--- config.mk ---
export PLATFORM = sky130hd
export DESIGN_NAME = wzad_ctrl
export DESIGN_NICKNAME = d
export VERILOG_FILES = /design/src/rtl/wzad_pkg.sv /design/src/rtl/wzad_ctrl.sv
export SDC_FILE = /design/constraint.sdc
export NUM_CORES = 1
export LEC_CHECK = 0
export BUFFER_PORTS_ARGS = -buffer_cell sky130_fd_sc_hd__clkbuf_2
export CORE_AREA = 2 2 64 66
export CTS_CLUSTER_SIZE = 25
export DETAILED_ROUTE_END_ITERATION = 8
export DIE_AREA = 0 0 66 68
export GPL_ROUTABILITY_DRIVEN = 1
export SETUP_SLACK_MARGIN = 0.3
export SYNTH_ARGS = -nofsm -noshare
export SYNTH_HDL_FRONTEND = slang
export SYNTH_SLANG_ARGS = --single-unit
export TNS_END_PERCENT = 1
--- constraint.sdc ---
create_clock -name clock -period 1.6 [get_ports clock]
set_input_delay 0.16 -clock clock [delete_from_list [all_inputs] [get_ports clock]]
set_output_delay 0.16 -clock clock [all_outputs]
set_load 0.03 [all_outputs]
--- src/rtl/wzad_pkg.sv ---
// Shared types and constants for the windowed z-score anomaly detector.
package wzad_pkg;

   typedef struct packed {
      logic        clear_window;
      logic [13:0] cpu_percent;
      logic [13:0] mem_percent;
      logic [31:0] disk_read_bytes;
      logic [31:0] disk_write_bytes;
      logic [31:0] net_rx_bytes;
      logic [31:0] net_tx_bytes;
   } req_type;

   typedef struct packed {
      logic [2:0]  metric_code;
      logic [1:0]  severity;
      logic [31:0] current_value;
      logic [31:0] baseline_mean;
      logic [15:0] deviation_q8;
      logic        last_result;
   } rsp_type;

   typedef struct packed {
      logic [6:0]  window_length;
      logic [6:0]  min_samples;
      logic [15:0] threshold_q8;
      logic [15:0] medium_limit_q8;
      logic [15:0] high_limit_q8;
   } cfg_type;

   // Register indexes
   localparam logic [2:0] REG_WINDOW_LENGTH = 3'd0;
   localparam logic [2:0] REG_MIN_SAMPLES   = 3'd1;
   localparam logic [2:0] REG_THRESHOLD     = 3'd2;
   localparam logic [2:0] REG_MEDIUM_LIMIT  = 3'd3;
   localparam logic [2:0] REG_HIGH_LIMIT    = 3'd4;

   localparam logic [6:0]  WINDOW_LENGTH_RESET = 7'd64;
   localparam logic [6:0]  MIN_SAMPLES_RESET   = 7'd5;
   localparam logic [15:0] THRESHOLD_RESET     = 16'd512;
   localparam logic [15:0] MEDIUM_LIMIT_RESET  = 16'd768;
   localparam logic [15:0] HIGH_LIMIT_RESET    = 16'd1024;

   localparam int         NUM_METRICS = 6;
   localparam logic [2:0] METRIC_LAST = 3'd5;
   localparam logic [13:0] PCT_MAX    = 14'd10000;

   localparam logic [1:0] SEV_LOW    = 2'd0;
   localparam logic [1:0] SEV_MEDIUM = 2'd1;
   localparam logic [1:0] SEV_HIGH   = 2'd2;

   localparam logic [3:0] KBIT_TOP = 4'd15;

   // Datapath operations
   localparam logic [4:0] OP_NONE        = 5'd0;
   localparam logic [4:0] OP_CLEAR       = 5'd1;
   localparam logic [4:0] OP_LOAD        = 5'd2;
   localparam logic [4:0] OP_METRIC_INIT = 5'd3;
   localparam logic [4:0] OP_READ        = 5'd4;
   localparam logic [4:0] OP_ACCUM       = 5'd5;
   localparam logic [4:0] OP_SQ_ADD      = 5'd6;
   localparam logic [4:0] OP_MUL_N_SUMSQ = 5'd7;
   localparam logic [4:0] OP_SAVE_T      = 5'd8;
   localparam logic [4:0] OP_FORM_Q      = 5'd9;
   localparam logic [4:0] OP_FORM_D      = 5'd10;
   localparam logic [4:0] OP_MUL_NM1     = 5'd11;
   localparam logic [4:0] OP_FORM_R      = 5'd12;
   localparam logic [4:0] OP_FORM_BASE   = 5'd13;
   localparam logic [4:0] OP_CMP_START   = 5'd14;
   localparam logic [4:0] OP_CMP_DONE    = 5'd15;
   localparam logic [4:0] OP_DIV_START   = 5'd16;
   localparam logic [4:0] OP_PUSH        = 5'd17;
   localparam logic [4:0] OP_NEXT_METRIC = 5'd18;
   localparam logic [4:0] OP_FLUSH       = 5'd19;

   // Compare selects
   localparam logic [1:0] CMP_THR  = 2'd0;
   localparam logic [1:0] CMP_HIGH = 2'd1;
   localparam logic [1:0] CMP_MED  = 2'd2;
   localparam logic [1:0] CMP_DEV  = 2'd3;

   typedef struct packed {
      logic [4:0] op;
      logic [1:0] cmp_sel;
   } cmd_type;

   typedef struct packed {
      logic mul_done;
      logic div_done;
      logic enough;
      logic last_entry;
      logic q_zero;
      logic nx_gt_sum;
      logic cmp_lt;
      logic kb_zero;
      logic push_ok;
      logic pend_valid;
      logic out_free;
      logic last_metric;
   } status_type;

endpackage

--- src/rtl/wzad_ctrl.sv ---
// Controller: sequences window sweeps, statistics, compares and result delivery.
module wzad_ctrl
   import wzad_pkg::*;
(
   input  logic       clock,
   input  logic       reset,
   input  logic       req_valid,
   input  logic       req_clear,
   output logic       req_ready,
   input  status_type status,
   output cmd_type    cmd
);

   localparam logic [4:0] S_IDLE  = 5'd0;
   localparam logic [4:0] S_CHECK = 5'd1;
   localparam logic [4:0] S_READ  = 5'd2;
   localparam logic [4:0] S_WAIT  = 5'd3;
   localparam logic [4:0] S_SQ    = 5'd4;
   localparam logic [4:0] S_Q1    = 5'd5;
   localparam logic [4:0] S_Q2    = 5'd6;
   localparam logic [4:0] S_Q3    = 5'd7;
   localparam logic [4:0] S_D1    = 5'd8;
   localparam logic [4:0] S_D2    = 5'd9;
   localparam logic [4:0] S_D3    = 5'd10;
   localparam logic [4:0] S_BASE  = 5'd11;
   localparam logic [4:0] S_CMP   = 5'd12;
   localparam logic [4:0] S_CMPW  = 5'd13;
   localparam logic [4:0] S_DIV   = 5'd14;
   localparam logic [4:0] S_DIVW  = 5'd15;
   localparam logic [4:0] S_PUSH  = 5'd16;
   localparam logic [4:0] S_NEXT  = 5'd17;
   localparam logic [4:0] S_FLUSH = 5'd18;

   logic [4:0] state_ff, state_in;
   logic [1:0] sel_ff, sel_in;

   assign req_ready   = (state_ff == S_IDLE);
   assign cmd.cmp_sel = sel_ff;

   always_comb begin
      state_in = state_ff;
      sel_in = sel_ff;
      cmd.op = OP_NONE;
      case (state_ff)
         S_IDLE: begin
            if (req_valid) begin
               if (req_clear) begin
                  cmd.op = OP_CLEAR;
               end else begin
                  cmd.op = OP_LOAD;
                  state_in = S_CHECK;
               end
            end
         end
         S_CHECK: begin
            if (status.enough) begin
               cmd.op = OP_METRIC_INIT;
               state_in = S_READ;
            end else begin
               state_in = S_FLUSH;
            end
         end
         S_READ: begin
            cmd.op = OP_READ;
            state_in = S_WAIT;
         end
         S_WAIT: begin
            cmd.op = OP_ACCUM;
            state_in = S_SQ;
         end
         S_SQ: begin
            if (status.mul_done) begin
               cmd.op = OP_SQ_ADD;
               state_in = status.last_entry ? S_Q1 : S_READ;
            end
         end
         S_Q1: begin
            cmd.op = OP_MUL_N_SUMSQ;
            state_in = S_Q2;
         end
         S_Q2: begin
            if (status.mul_done) begin
               cmd.op = OP_SAVE_T;
               state_in = S_Q3;
            end
         end
         S_Q3: begin
            if (status.mul_done) begin
               cmd.op = OP_FORM_Q;
               state_in = S_D1;
            end
         end
         S_D1: begin
            // drop the metric on a flat window or a newest value at or below the mean
            if (status.mul_done) begin
               if (status.q_zero || !status.nx_gt_sum) begin
                  state_in = S_NEXT;
               end else begin
                  cmd.op = OP_FORM_D;
                  state_in = S_D2;
               end
            end
         end
         S_D2: begin
            if (status.mul_done) begin
               cmd.op = OP_MUL_NM1;
               state_in = S_D3;
            end
         end
         S_D3: begin
            if (status.mul_done) begin
               cmd.op = OP_FORM_R;
               state_in = S_BASE;
            end
         end
         S_BASE: begin
            if (status.mul_done) begin
               cmd.op = OP_FORM_BASE;
               sel_in = CMP_THR;
               state_in = S_CMP;
            end
         end
         S_CMP: begin
            cmd.op = OP_CMP_START;
            state_in = S_CMPW;
         end
         S_CMPW: begin
            if (status.mul_done) begin
               cmd.op = OP_CMP_DONE;
               case (sel_ff)
                  CMP_THR: begin
                     if (status.cmp_lt) begin
                        sel_in = CMP_HIGH;
                        state_in = S_CMP;
                     end else begin
                        state_in = S_NEXT;
                     end
                  end
                  CMP_HIGH: begin
                     sel_in = CMP_MED;
                     state_in = S_CMP;
                  end
                  CMP_MED: begin
                     sel_in = CMP_DEV;
                     state_in = S_CMP;
                  end
                  default: state_in = status.kb_zero ? S_DIV : S_CMP;
               endcase
            end
         end
         S_DIV: begin
            cmd.op = OP_DIV_START;
            state_in = S_DIVW;
         end
         S_DIVW: begin
            if (status.div_done) state_in = S_PUSH;
         end
         S_PUSH: begin
            if (status.push_ok) begin
               cmd.op = OP_PUSH;
               state_in = S_NEXT;
            end
         end
         S_NEXT: begin
            if (status.last_metric) begin
               state_in = S_FLUSH;
            end else begin
               cmd.op = OP_NEXT_METRIC;
               state_in = S_READ;
            end
         end
         S_FLUSH: begin
            if (!status.pend_valid) begin
               state_in = S_IDLE;
            end else if (status.out_free) begin
               cmd.op = OP_FLUSH;
               state_in = S_IDLE;
            end
         end
         default: state_in = S_IDLE;
      endcase
   end

   always_ff @(posedge clock) begin
      if (reset) begin
         state_ff <= S_IDLE;
         sel_ff <= CMP_THR;
      end else begin
         state_ff <= state_in;
         sel_ff <= sel_in;
      end
   end

endmodule

==> results of run 1 <==
worst max-delay path, delay by kind of cell, from the launching register on:
kind	cells	cell delay [ns]
flip-flops	1	0.37
buffers and inverters	2	0.32
AO/OA/AOI/OAI	2	0.22
AND/OR/NAND/NOR	1	0.38
kinds of logic (layout without fill, tap and decap cells):
| family | after synthesis | after routing | share of synthesized area, % |
|---|---|---|---|
| XOR/XNOR | 2 | 2 | 1.89 |
| adder cells (fa/ha/maj) | 3 | 3 | 4.05 |
| AND/OR/NAND/NOR | 59 | 59 | 34.1 |
| flip-flops | 7 | 7 | 15.1 |
| multiplexers | 1 | 1 | 1.08 |
| buffers and inverters | 20 | 73 | 9.87 |
| AO/OA/AOI/OAI | 45 | 45 | 33.9 |
synthesized netlist by cell type, types with 3 or more instances:
library cell,count
ha_1,3
nor3_1,5
inv_1,7
a31oi_1,5
a21oi_1,6
nand2_1,18
dfxtp_1,7
nand3b_1,3
clkbuf_1,6
a211oi_1,4
o21ai_1,6
buf_2,4
nand3_1,4
a211o_1,3
o22ai_1,3
nand2b_1,7
o21ai_0,4
nor2_1,11
sequential cells by signal, indices dropped and copies added (netlist names):
register  cells
state_ff      5
sel_ff        2
area by class of cell:
| class | count | area (um^2) | area share [%] |
|---|---|---|---|
| repair buffers | 62 | 507 | 29.7 |
| inverters | 7 | 28.8 | 1.69 |
| flip-flops and latches | 7 | 164 | 9.62 |
| multi-input cells | 110 | 897 | 52.6 |
| clock buffers | 4 | 45.0 | 2.64 |
| well taps | 50 | 62.6 | 3.67 |
power groups by stage:
stage	clock (uW)	combinational [uW]	sequential [uW]
2_1_floorplan	0	901	241
3_3_place_gp	0	1230	274
3_5_place_dp	0	1230	274
4_1_cts	262	1640	281
5_1_grt	274	1890	286
6_report	251	1760	279
metrics by stage:
| step | instance area (um^2) | total power, uW | worst slack, ns | hold WS [ns] |
|---|---|---|---|---|
| 3_5_place_dp | 1320 | 1500 | -0.0299 | 0.469 |
| 5_1_grt | 1700 | 2450 | -0.173 | 0.246 |
| 4_1_cts | 1640 | 2180 | -0.0767 | 0.235 |
| 3_3_place_gp | 1320 | 1500 | -0.0128 | 0.468 |
| 6_report | 1700 | 2290 | -0.0788 | 0.240 |
| 2_1_floorplan | 1040 | 1140 | 0.126 | 0.419 |
placed cells by master, fill, tap and decap left out, types with 3 or more instances in the layout:
master and n:
o21ai_0 3, a21oi_1 3, nand2b_1 5, dfxtp_4 6
a211o_1 3, inv_1 4, nand3b_1 3, clkbuf_2 17
clkbuf_8 6, buf_6 6, nand2_2 4, buf_4 31
buf_8 4, nand3_1 3, nand2b_4 3, a31oi_1 3
nor3_1 4, a21oi_2 3, nor2_1 9, nand2_1 15
o21ai_1 5
how the worst max path moves through the flow:
stage	from	endpoint	slack (ns)	cells after the start
2_1_floorplan	sel_ff[1]	state_ff[4]	0.13	7
3_3_place_gp	state_ff[0]	state_ff[4]	-0.01	6
3_5_place_dp	state_ff[0]	state_ff[0]	-0.03	7
4_1_cts	state_ff[1]	cmd[3]	-0.08	6
5_1_grt	state_ff[1]	state_ff[3]	-0.17	8
6_report	state_ff[3]	cmd[4]	-0.08	5
routing by layer:
| metal | share of wire, % | global-route usage [%] | vias up |
|---|---|---|---|
| li1 | - | - | 611 |
| met1 | 45 | 19.6 | 553 |
| met2 | 50 | 26.0 | 31 |
| met3 | 4.4 | 3.29 | 0 |
| met4 | 0 | 1.53 | 0 |
| met5 | 0 | 0 | - |
what timing repair did:
action	4_1_cts	5_1_grt
buffers inserted	13	2
setup endpoints to repair	13	13
pin swaps	14	12
resized for setup	42	15
==> run_summary.xml, run 1 <==
<?xml version="1.0" encoding="UTF-8"?>
<metrics>
  <group name="worst_setup_path">
    <metric name="worst-endpoint-arrival" unit="ns">1.52</metric>
    <metric name="critical_path_required" unit="ns">1.44</metric>
    <metric name="r2r_slack" unit="ns">-0.06</metric>
    <metric name="ff_to_ff_start" unit="">state_ff[1]</metric>
    <metric name="setup_crit_start_kind" unit="">flip-flop</metric>
    <metric name="worstPathCellList" unit="">buf_6 -&gt; or3_1 -&gt; a21oi_2 -&gt; a211oi_4 -&gt; clkbuf_8</metric>
    <metric name="critical-path-slowest-cell" unit="">or3_1</metric>
    <metric name="regToRegEndpoint" unit="">state_ff[3]</metric>
    <metric name="critical_path.max_stage_delay" unit="ns">0.38</metric>
    <metric name="path_max_fanout" unit="">16</metric>
    <metric name="r2r.worst_path.cells" unit="">8</metric>
    <metric name="critPathKind" unit="">reg -&gt; out</metric>
    <metric name="worstSetupEndpointType" unit="">primary output</metric>
  </group>
  <group name="grt">
    <metric name="grt_first_pass_wirelength" unit="um">5230</metric>
    <metric name="antenna_found_initial" unit="">0</metric>
    <metric name="grt_max_degree" unit="">17</metric>
    <metric name="overflow" unit="">0</metric>
    <metric name="globalRouteTotalUtil" unit="%">14.9</metric>
    <metric name="via_count_of_the_first_global_routing_pass" unit="">1130</metric>
  </group>
  <group name="route">
    <metric name="dr.first_iter.drc_count" unit="">64</metric>
    <metric name="vias_per_cell" unit="">4.98</metric>
    <metric name="routedWlPerCell" unit="um">12.7</metric>
    <metric name="route.detailed.drc" unit="">0</metric>
    <metric name="drt-pass1-iter-count" unit="">5</metric>
    <metric name="wirelength" unit="um">3040</metric>
    <metric name="via_count" unit="">1195</metric>
    <metric name="route.antenna.remaining_nets" unit="">0</metric>
  </group>
  <group name="power">
    <metric name="internal_power" unit="uW">1310</metric>
    <metric name="total_switching_power" unit="uW">981</metric>
    <metric name="share_clk_of_total_power" unit="%">11.0</metric>
    <metric name="pwr-share-seq" unit="%">12.2</metric>
    <metric name="switching_share" unit="%">42.9</metric>
    <metric name="power_per_standard_cell_area" unit="nW/um^2">1340</metric>
    <metric name="logic_gate_share_of_total_power" unit="%">76.8</metric>
    <metric name="irDropWorstVdd" unit="mV">0.622</metric>
    <metric name="p_leak" unit="uW">0.000709</metric>
  </group>
  <group name="logic_synthesis">
    <metric name="async_set_reset_flop_share_out_of_synthesis" unit="%">0</metric>
    <metric name="yosysTopAreaCellShare" unit="%">15.1</metric>
    <metric name="postSynthRegisterBits" unit="">7</metric>
    <metric name="ys_dominant_reg_cell" unit="">dfxtp_1</metric>
    <metric name="synthesis.area_per_instance" unit="um^2">6.76</metric>
    <metric name="nets_in_the_synthesized_netlist" unit="">156</metric>
    <metric name="netlist-cell-type-count" unit="">44</metric>
    <metric name="synth_top_cell_by_area" unit="">dfxtp_1</metric>
    <metric name="synth_edf_count" unit="">0</metric>
    <metric name="part_of_the_yosys_area_used_for_sequential_elements" unit="%">15.1</metric>
    <metric name="synth_cells" unit="">137</metric>
    <metric name="synthesis.yosys.warnings" unit="">0</metric>
    <metric name="syn-cell-area" unit="um^2">926</metric>
    <metric name="synthTopCellsByArea" unit="">dfxtp_1, nand2_1, nand2b_1</metric>
  </group>
  <group name="clocking">
    <metric name="hold_buffers" unit="">0</metric>
    <metric name="h_tree_level_count" unit="">1</metric>
    <metric name="clock_slew_seen_by_the_registers_of_the_worst_setup_and_hold_paths" unit="ns">0.04</metric>
    <metric name="clock_latency" unit="ns">0.22</metric>
    <metric name="clock_sink_count" unit="">7</metric>
    <metric name="clock_tree.root_cell" unit="">clkbuf_8</metric>
    <metric name="tritoncts.num_buffers" unit="">3</metric>
    <metric name="tritoncts" unit="">done</metric>
    <metric name="cts_max_path_buffers" unit="">2</metric>
  </group>
  <group name="layout">
    <metric name="fraction_of_final_layout_cells_with_drive_strength_greater_than_1" unit="%">57.4</metric>
    <metric name="fillers" unit="">374</metric>
    <metric name="nets_final" unit="">210</metric>
    <metric name="final_core_util" unit="%">44.2</metric>
    <metric name="layout.cells.non_filler" unit="">240</metric>
    <metric name="antenna_cells_inserted" unit="">0</metric>
    <metric name="layout-area-overhead-vs-synth" unit="%">84.1</metric>
  </group>
  <group name="sta">
    <metric name="min_period_over_period" unit="%">105</metric>
    <metric name="report.final.hold_viol_count" unit="">0</metric>
    <metric name="maxClockFrequency" unit="MHz">596</metric>
    <metric name="tns" unit="ns">-0.439</metric>
    <metric name="final-setup-viol-count" unit="">9</metric>
    <metric name="worstMarginPinSlew" unit="ns">0.361</metric>
    <metric name="post-route-min-period" unit="ns">1.68</metric>
    <metric name="slew_margin_rel" unit="%">75.7</metric>
    <metric name="timing.final.max_slew_violations" unit="">0</metric>
    <metric name="finClkSkew" unit="ns">0.00102</metric>
    <metric name="grt_setup_unrepaired" unit="">yes</metric>
    <metric name="worst_slack" unit="ns">-0.0788</metric>
  </group>
  <group name="floorplan">
    <metric name="die_area" unit="um^2">4490</metric>
    <metric name="die_width" unit="um">66</metric>
    <metric name="io-pin-count" unit="">24</metric>
    <metric name="start_util" unit="%">24.0</metric>
    <metric name="placement_rows" unit="">23</metric>
    <metric name="core_area" unit="um^2">3860</metric>
    <metric name="die_height" unit="um">68</metric>
  </group>
  <group name="job">
    <metric name="cap_violations" unit="">0</metric>
  </group>
  <group name="placed_design">
    <metric name="routabilityCongestion" unit="">0.852</metric>
    <metric name="place.port_buffers" unit="">23</metric>
    <metric name="detailed_place_hpwl" unit="um">2080</metric>
    <metric name="post-place-cells" unit="">221</metric>
  </group>
  <group name="worst_hold_path">
    <metric name="holdPathStages" unit="">2</metric>
    <metric name="hp-class" unit="">in -&gt; reg</metric>
    <metric name="timing.hold.worst.start" unit="">reset</metric>
    <metric name="holdPathEnd" unit="">state_ff[2]</metric>
  </group>
  <group name="status">
    <metric name="run_status" unit="">finished with violations</metric>
    <metric name="violations" unit="">setup timing</metric>
  </group>
</metrics>
(Power assumes the default switching activity.)
==> run 2: changes to the inputs <==
ABC_AREA = 1   (was unset)
CORE_AREA = 2 2 71 73   (was 2 2 64 66)
DIE_AREA = 0 0 73 75   (was 0 0 66 68)
==> run_summary.xml, run 2 <==
<?xml version="1.0" encoding="UTF-8"?>
<metrics>
  <group name="floorplan">
    <metric name="die_width" unit="um">73</metric>
    <metric name="start_util" unit="%">24.6</metric>
    <metric name="io-pin-count" unit="">24</metric>
    <metric name="die_height" unit="um">75</metric>
    <metric name="core_area" unit="um^2">4660</metric>
    <metric name="die_area" unit="um^2">5480</metric>
    <metric name="placement_rows" unit="">25</metric>
  </group>
  <group name="power">
    <metric name="irDropWorstVdd" unit="mV">0.429</metric>
    <metric name="p_leak" unit="uW">0.000911</metric>
    <metric name="report.power.total" unit="uW">2090</metric>
    <metric name="power_per_standard_cell_area" unit="nW/um^2">1140</metric>
  </group>
  <group name="clocking">
    <metric name="clock_sink_count" unit="">7</metric>
    <metric name="clock_tree.root_cell" unit="">clkbuf_8</metric>
    <metric name="tritoncts.num_buffers" unit="">3</metric>
    <metric name="clock_slew_seen_by_the_registers_of_the_worst_setup_and_hold_paths" unit="ns">0.04</metric>
    <metric name="hold_buffers" unit="">0</metric>
    <metric name="clock_latency" unit="ns">0.22</metric>
    <metric name="cts_max_path_buffers" unit="">2</metric>
    <metric name="tritoncts" unit="">done</metric>
    <metric name="h_tree_level_count" unit="">1</metric>
  </group>
  <group name="logic_synthesis">
    <metric name="synth_cells" unit="">206</metric>
    <metric name="synthesis.area_per_instance" unit="um^2">5.57</metric>
    <metric name="yosysTopAreaCellShare" unit="%">17.0</metric>
    <metric name="async_set_reset_flop_share_out_of_synthesis" unit="%">0</metric>
    <metric name="netlist-cell-type-count" unit="">26</metric>
    <metric name="synth_edf_count" unit="">0</metric>
    <metric name="ys_dominant_reg_cell" unit="">dfxtp_1</metric>
    <metric name="synthTopCellsByArea" unit="">nand2_1, nand3_1, dfxtp_1</metric>
    <metric name="syn-cell-area" unit="um^2">1150</metric>
    <metric name="postSynthRegisterBits" unit="">7</metric>
    <metric name="part_of_the_yosys_area_used_for_sequential_elements" unit="%">12.2</metric>
    <metric name="synth_commonest_cells" unit="">nand2_1, nand3_1, nor2_1, inv_1, a21oi_1</metric>
    <metric name="yosysMostFrequentCell" unit="">nand2_1</metric>
    <metric name="nets_in_the_synthesized_netlist" unit="">225</metric>
    <metric name="synthesis.yosys.warnings" unit="">0</metric>
    <metric name="synth_top_cell_by_area" unit="">nand2_1</metric>
  </group>
  <group name="grt">
    <metric name="overflow" unit="">0</metric>
    <metric name="grt_first_pass_wirelength" unit="um">6460</metric>
    <metric name="via_count_of_the_first_global_routing_pass" unit="">1513</metric>
    <metric name="grt_max_degree" unit="">14</metric>
    <metric name="antenna_found_initial" unit="">0</metric>
    <metric name="globalRouteTotalUtil" unit="%">15.2</metric>
  </group>
  <group name="sta">
    <metric name="maxClockFrequency" unit="MHz">597</metric>
    <metric name="grt_setup_unrepaired" unit="">yes</metric>
    <metric name="worst_slack" unit="ns">-0.0740</metric>
    <metric name="final-setup-viol-count" unit="">5</metric>
    <metric name="min_period_over_period" unit="%">105</metric>
    <metric name="finClkSkew" unit="ns">0.000331</metric>
    <metric name="report.final.hold_viol_count" unit="">0</metric>
    <metric name="slew_margin_rel" unit="%">83.1</metric>
    <metric name="post-route-min-period" unit="ns">1.67</metric>
    <metric name="timing.final.max_slew_violations" unit="">0</metric>
    <metric name="tns" unit="ns">-0.166</metric>
    <metric name="worstMarginPinSlew" unit="ns">0.252</metric>
  </group>
  <group name="status">
    <metric name="run_status" unit="">finished with violations</metric>
    <metric name="violations" unit="">setup timing</metric>
  </group>
  <group name="layout">
    <metric name="antenna_cells_inserted" unit="">0</metric>
    <metric name="final_core_util" unit="%">39.4</metric>
    <metric name="layout_commonest_cell" unit="">nand2_1</metric>
    <metric name="seqCellArea" unit="um^2">159</metric>
    <metric name="multi_input_area" unit="um^2">1060</metric>
    <metric name="top_regs" unit="">state_ff x5, sel_ff x2</metric>
    <metric name="layout-area-overhead-vs-synth" unit="%">60.1</metric>
    <metric name="fraction_of_final_layout_cells_with_drive_strength_greater_than_1" unit="%">47.7</metric>
    <metric name="commonest_cells_after_routing_fill_and_taps_aside" unit="">nand2_1, nand3_1, buf_4</metric>
    <metric name="max_ffs_per_register" unit="">5</metric>
    <metric name="fillers" unit="">501</metric>
    <metric name="max_flop_register" unit="">state_ff</metric>
    <metric name="nets_final" unit="">276</metric>
  </group>
  <group name="route">
    <metric name="routedWlPerCell" unit="um">13.1</metric>
    <metric name="wirelength" unit="um">4060</metric>
    <metric name="detailroute.wirelength.met3" unit="um">195</metric>
    <metric name="wl_met2" unit="um">2060</metric>
    <metric name="route.detailed.drc" unit="">0</metric>
    <metric name="dr.first_iter.drc_count" unit="">114</metric>
    <metric name="top_routing_layer_used" unit="">met4</metric>
    <metric name="via_count" unit="">1552</metric>
    <metric name="vias_per_cell" unit="">5.01</metric>
    <metric name="route.antenna.remaining_nets" unit="">0</metric>
    <metric name="met1Wirelength" unit="um">1650</metric>
    <metric name="drt-pass1-iter-count" unit="">4</metric>
  </group>
  <group name="worst_setup_path">
    <metric name="critical-path-slowest-cell" unit="">dfxtp_4</metric>
    <metric name="path_max_fanout" unit="">6</metric>
    <metric name="worstSetupEndpointType" unit="">primary output</metric>
    <metric name="worstSetupStartpoint" unit="">state_ff[2]</metric>
    <metric name="critical_path.top_delay_family" unit="">simple AND/OR/NAND/NOR gates</metric>
    <metric name="critical_path_buf_inv_count" unit="">2</metric>
    <metric name="path_length_in_cells_of_the_critical_path" unit="">7</metric>
    <metric name="ff_to_ff_start" unit="">state_ff[0]</metric>
    <metric name="crit_path_end" unit="">cmd[2]</metric>
    <metric name="worst-endpoint-arrival" unit="ns">1.51</metric>
    <metric name="regToRegEndpoint" unit="">state_ff[2]</metric>
    <metric name="critical_path_required" unit="ns">1.44</metric>
    <metric name="r2r.worst_path.cells" unit="">9</metric>
    <metric name="critical_path.max_stage_delay" unit="ns">0.36</metric>
    <metric name="critPathKind" unit="">reg -&gt; out</metric>
    <metric name="setup_crit_start_kind" unit="">flip-flop</metric>
    <metric name="r2r_slack" unit="ns">0.07</metric>
    <metric name="worstPathCellList" unit="">nor2_4 -&gt; buf_4 -&gt; nand3_1 -&gt; nand2_1 -&gt; nor2_1 -&gt; nand4_1 -&gt; clkbuf_8</metric>
  </group>
  <group name="placed_design">
    <metric name="routabilityCongestion" unit="">0.906</metric>
    <metric name="place.port_buffers" unit="">23</metric>
    <metric name="dpl_worst_slack" unit="ns">-0.0243</metric>
    <metric name="detailed_place_hpwl" unit="um">2910</metric>
  </group>
  <group name="worst_hold_path">
    <metric name="holdPathStages" unit="">2</metric>
    <metric name="hp-class" unit="">in -&gt; reg</metric>
  </group>
  <group name="job">
    <metric name="cap_violations" unit="">0</metric>
  </group>
</metrics>
[run 2: final cells by class]
cell class | instances | area share [%]
clock buffers | 4 | 2.45
inverters | 27 | 6.20
well taps | 54 | 3.68
multi-input cells | 167 | 57.6
repair buffers | 51 | 21.4
flip-flops and latches | 7 | 8.65
[run 2: per-layer routing]
metal	up-vias	GRT usage, %
met5	-	0
met4	0	6.58
met3	19	2.01
met2	58	28.1
met1	698	17.4
li1	777	-
[run 2: power by group]
part           internal [uW]  leakage (uW)  switching [uW]
combinational            682      0.000826             882
clock                    171     0.0000228            66.4
sequential               218     0.0000613            71.8
[run 2: kinds of logic after synthesis]
family,synth area share (%)
fa+ha+maj,3.27
compound gates,9.27
buf+inv,12.6
flops,12.2
simple gates,62.6
[run 2: how the worst min path moves through the flow]
stage                     start          end
after CTS                 reset  state_ff[3]
after global routing      reset  state_ff[3]
after floorplan           reset    sel_ff[0]
after detailed placement  reset  state_ff[3]
after global placement    reset  state_ff[3]
final                     reset  state_ff[3]
[run 2: metrics by stage]
stage          instance area, um^2  hold slack, ns  instances
2_1_floorplan                 1150           0.222        206
6_report                      1840           0.205        310
3_5_place_dp                  1440           0.444        296
3_3_place_gp                  1440           0.427        296
5_1_grt                       1840           0.225        310
4_1_cts                       1750           0.198        308
[run 2: timing repair]
item | in CTS | in global routing
gates resized for setup | 60 | 19
setup endpoints to repair | 13 | 13
setup buffers | 8 | 2
pin swaps | 15 | 10
==> run 3: changes to the inputs <==
CORE_AREA = 2 2 57 59   (was 2 2 71 73)
DIE_AREA = 0 0 59 61   (was 0 0 73 75)
==> run_summary.xml, run 3 (synthesis results as in run 2) <==
<?xml version="1.0" encoding="UTF-8"?>
<metrics>
  <group name="worst_setup_path">
    <metric name="critical_path.max_stage_delay" unit="ns">0.42</metric>
    <metric name="critical-path-slowest-cell" unit="">dfxtp_4</metric>
    <metric name="critPathKind" unit="">reg -&gt; out</metric>
    <metric name="critical_path_buf_inv_count" unit="">3</metric>
    <metric name="r2r_slack" unit="ns">0.02</metric>
    <metric name="critical_path_required" unit="ns">1.44</metric>
    <metric name="worst-endpoint-arrival" unit="ns">1.54</metric>
    <metric name="worstSetupEndpointType" unit="">primary output</metric>
    <metric name="path_max_fanout" unit="">6</metric>
    <metric name="ff_to_ff_start" unit="">state_ff[2]</metric>
    <metric name="critical_path.top_delay_family" unit="">flip-flops</metric>
    <metric name="r2r.worst_path.cells" unit="">11</metric>
    <metric name="setup_crit_start_kind" unit="">flip-flop</metric>
    <metric name="worstPathCellList" unit="">buf_6 -&gt; nand2_2 -&gt; inv_4 -&gt; nand3_2 -&gt; a21oi_2 -&gt; nor2_1 -&gt; nand2_1 -&gt; buf_8</metric>
    <metric name="regToRegEndpoint" unit="">state_ff[1]</metric>
  </group>
  <group name="placed_design">
    <metric name="detailed_place_hpwl" unit="um">2870</metric>
    <metric name="routabilityCongestion" unit="">0.869</metric>
    <metric name="place.port_buffers" unit="">23</metric>
    <metric name="dpl_worst_slack" unit="ns">-0.0207</metric>
  </group>
  <group name="sta">
    <metric name="grt_setup_unrepaired" unit="">yes</metric>
    <metric name="min_period_over_period" unit="%">106</metric>
    <metric name="report.final.hold_viol_count" unit="">0</metric>
    <metric name="worstMarginPinSlew" unit="ns">0.452</metric>
    <metric name="worst_slack" unit="ns">-0.101</metric>
    <metric name="slew_margin_rel" unit="%">69.9</metric>
    <metric name="hold_slack" unit="ns">0.155</metric>
    <metric name="maxClockFrequency" unit="MHz">588</metric>
    <metric name="post-route-min-period" unit="ns">1.70</metric>
    <metric name="final-setup-viol-count" unit="">5</metric>
    <metric name="finClkSkew" unit="ns">0.00289</metric>
    <metric name="timing.final.max_slew_violations" unit="">0</metric>
  </group>
  <group name="layout">
    <metric name="final_core_util" unit="%">61.3</metric>
    <metric name="nets_final" unit="">281</metric>
    <metric name="layout-area-overhead-vs-synth" unit="%">57.8</metric>
    <metric name="max_ffs_per_register" unit="">5</metric>
    <metric name="fillers" unit="">290</metric>
    <metric name="antenna_cells_inserted" unit="">0</metric>
    <metric name="fraction_of_final_layout_cells_with_drive_strength_greater_than_1" unit="%">46.0</metric>
    <metric name="max_flop_register" unit="">state_ff</metric>
    <metric name="layout_commonest_cell" unit="">nand2_1</metric>
    <metric name="commonest_cells_after_routing_fill_and_taps_aside" unit="">nand2_1, buf_4, nor2_1</metric>
    <metric name="top_regs" unit="">state_ff x5, sel_ff x2</metric>
  </group>
  <group name="floorplan">
    <metric name="io-pin-count" unit="">24</metric>
    <metric name="die_area" unit="um^2">3600</metric>
    <metric name="die_width" unit="um">59</metric>
    <metric name="die_height" unit="um">61</metric>
    <metric name="start_util" unit="%">38.9</metric>
    <metric name="core_area" unit="um^2">2950</metric>
    <metric name="placement_rows" unit="">20</metric>
  </group>
  <group name="power">
    <metric name="irDropWorstVdd" unit="mV">0.596</metric>
    <metric name="logic_gate_share_of_total_power" unit="%">77.4</metric>
    <metric name="p_leak" unit="uW">0.000931</metric>
    <metric name="internal_power" unit="uW">1020</metric>
    <metric name="share_clk_of_total_power" unit="%">7.8</metric>
    <metric name="pwr-share-seq" unit="%">14.7</metric>
    <metric name="power_per_standard_cell_area" unit="nW/um^2">1130</metric>
    <metric name="total_switching_power" unit="uW">1020</metric>
    <metric name="switching_share" unit="%">49.9</metric>
  </group>
  <group name="clocking">
    <metric name="hold_buffers" unit="">0</metric>
    <metric name="cts_max_path_buffers" unit="">2</metric>
    <metric name="clock_tree.root_cell" unit="">clkbuf_4</metric>
    <metric name="tritoncts.num_buffers" unit="">3</metric>
    <metric name="clock_sink_count" unit="">7</metric>
    <metric name="tritoncts" unit="">done</metric>
    <metric name="h_tree_level_count" unit="">1</metric>
    <metric name="clock_slew_seen_by_the_registers_of_the_worst_setup_and_hold_paths" unit="ns">0.05</metric>
    <metric name="clock_latency" unit="ns">0.25</metric>
  </group>
  <group name="worst_hold_path">
    <metric name="holdPathEnd" unit="">state_ff[3]</metric>
    <metric name="hp-class" unit="">in -&gt; reg</metric>
    <metric name="holdPathStages" unit="">2</metric>
    <metric name="timing.hold.worst.start" unit="">reset</metric>
  </group>
  <group name="job">
    <metric name="cap_violations" unit="">0</metric>
  </group>
  <group name="grt">
    <metric name="antenna_found_initial" unit="">0</metric>
    <metric name="grt_first_pass_wirelength" unit="um">6510</metric>
    <metric name="globalRouteTotalUtil" unit="%">23.9</metric>
    <metric name="via_count_of_the_first_global_routing_pass" unit="">1453</metric>
    <metric name="overflow" unit="">0</metric>
    <metric name="grt_max_degree" unit="">14</metric>
  </group>
  <group name="route">
    <metric name="dr.first_iter.drc_count" unit="">98</metric>
    <metric name="detailroute.wirelength.met3" unit="um">210</metric>
    <metric name="routedWlPerCell" unit="um">13.3</metric>
    <metric name="route.detailed.drc" unit="">0</metric>
    <metric name="met1Wirelength" unit="um">1710</metric>
    <metric name="route.antenna.remaining_nets" unit="">0</metric>
    <metric name="via_count" unit="">1546</metric>
    <metric name="vias_per_cell" unit="">5.26</metric>
    <metric name="wl_met2" unit="um">1900</metric>
    <metric name="drt-pass1-iter-count" unit="">5</metric>
    <metric name="top_routing_layer_used" unit="">met4</metric>
    <metric name="wirelength" unit="um">3900</metric>
  </group>
  <group name="status">
    <metric name="run_status" unit="">finished with violations</metric>
    <metric name="violations" unit="">setup timing</metric>
  </group>
</metrics>
[run 3: worst reg2reg max path, stage by stage (launching register included)]
cell and delay [ns]:
dfxtp_4 0.39, inv_1 0.09, nor2_4 0.17, buf_4 0.15, buf_4 0.10, nand3_2 0.06, nand2_2 0.08, nor2_1 0.04
nand2_1 0.08, nand2_2 0.12, nand3_1 0.11, a21oi_1 0.06
[run 3: area by class of cell]
type                            instances  area (um^2)  area share (%)
Multi-Input combinational cell        167         1030            56.9
Timing Repair Buffer                   56          438            24.2
Sequential cell                         7          159            8.78
Inverter                               27          116            6.43
Tap cell                               33         41.3            2.28
Clock buffer                            4         26.3            1.45
[run 3: repair_timing]
item                       CTS  global route
pin swaps                   17             9
resized for setup           64            10
setup endpoints to repair   13            13
setup buffers               11             0
[run 3: worst max-delay path by stage]
stage                      startpoint  slack, ns  endpoint  cells after the start
after CTS                 state_ff[1]      -0.07    cmd[3]                      7
after floorplan           state_ff[2]       0.11    cmd[3]                      6
final                     state_ff[0]      -0.10    cmd[5]                      8
after global routing      state_ff[3]      -0.18    cmd[5]                      7
after detailed placement  state_ff[0]      -0.02    cmd[3]                      6
after global placement    state_ff[3]     -0.002    cmd[2]                      7
[run 3: routing by layer]
layer / GRT usage (%) / vias to the layer above
li1: - / 782
met1: 30.4 / 690
met2: 40.3 / 64
met3: 2.77 / 10
met4: 11.4 / 0
met5: 0 / -
[run 3: power by group through the flow]
stage,Clock (uW),Combinational (uW),Sequential [uW]
final,160,1580,302
after global routing,181,1700,307
after detailed placement,0,1150,259
after floorplan,0,811,221
after global placement,0,1170,255
after CTS,171,1520,294
[run 3: through the flow]
stage	setup TNS, ns	area, um^2	std cells	total power, uW
floorplan	0	1150	206	1030
global placement	-0.00169	1440	279	1420
detailed placement	-0.0319	1440	279	1410
CTS	-0.295	1770	294	1980
global route	-1.28	1810	294	2190
finish	-0.374	1810	294	2040
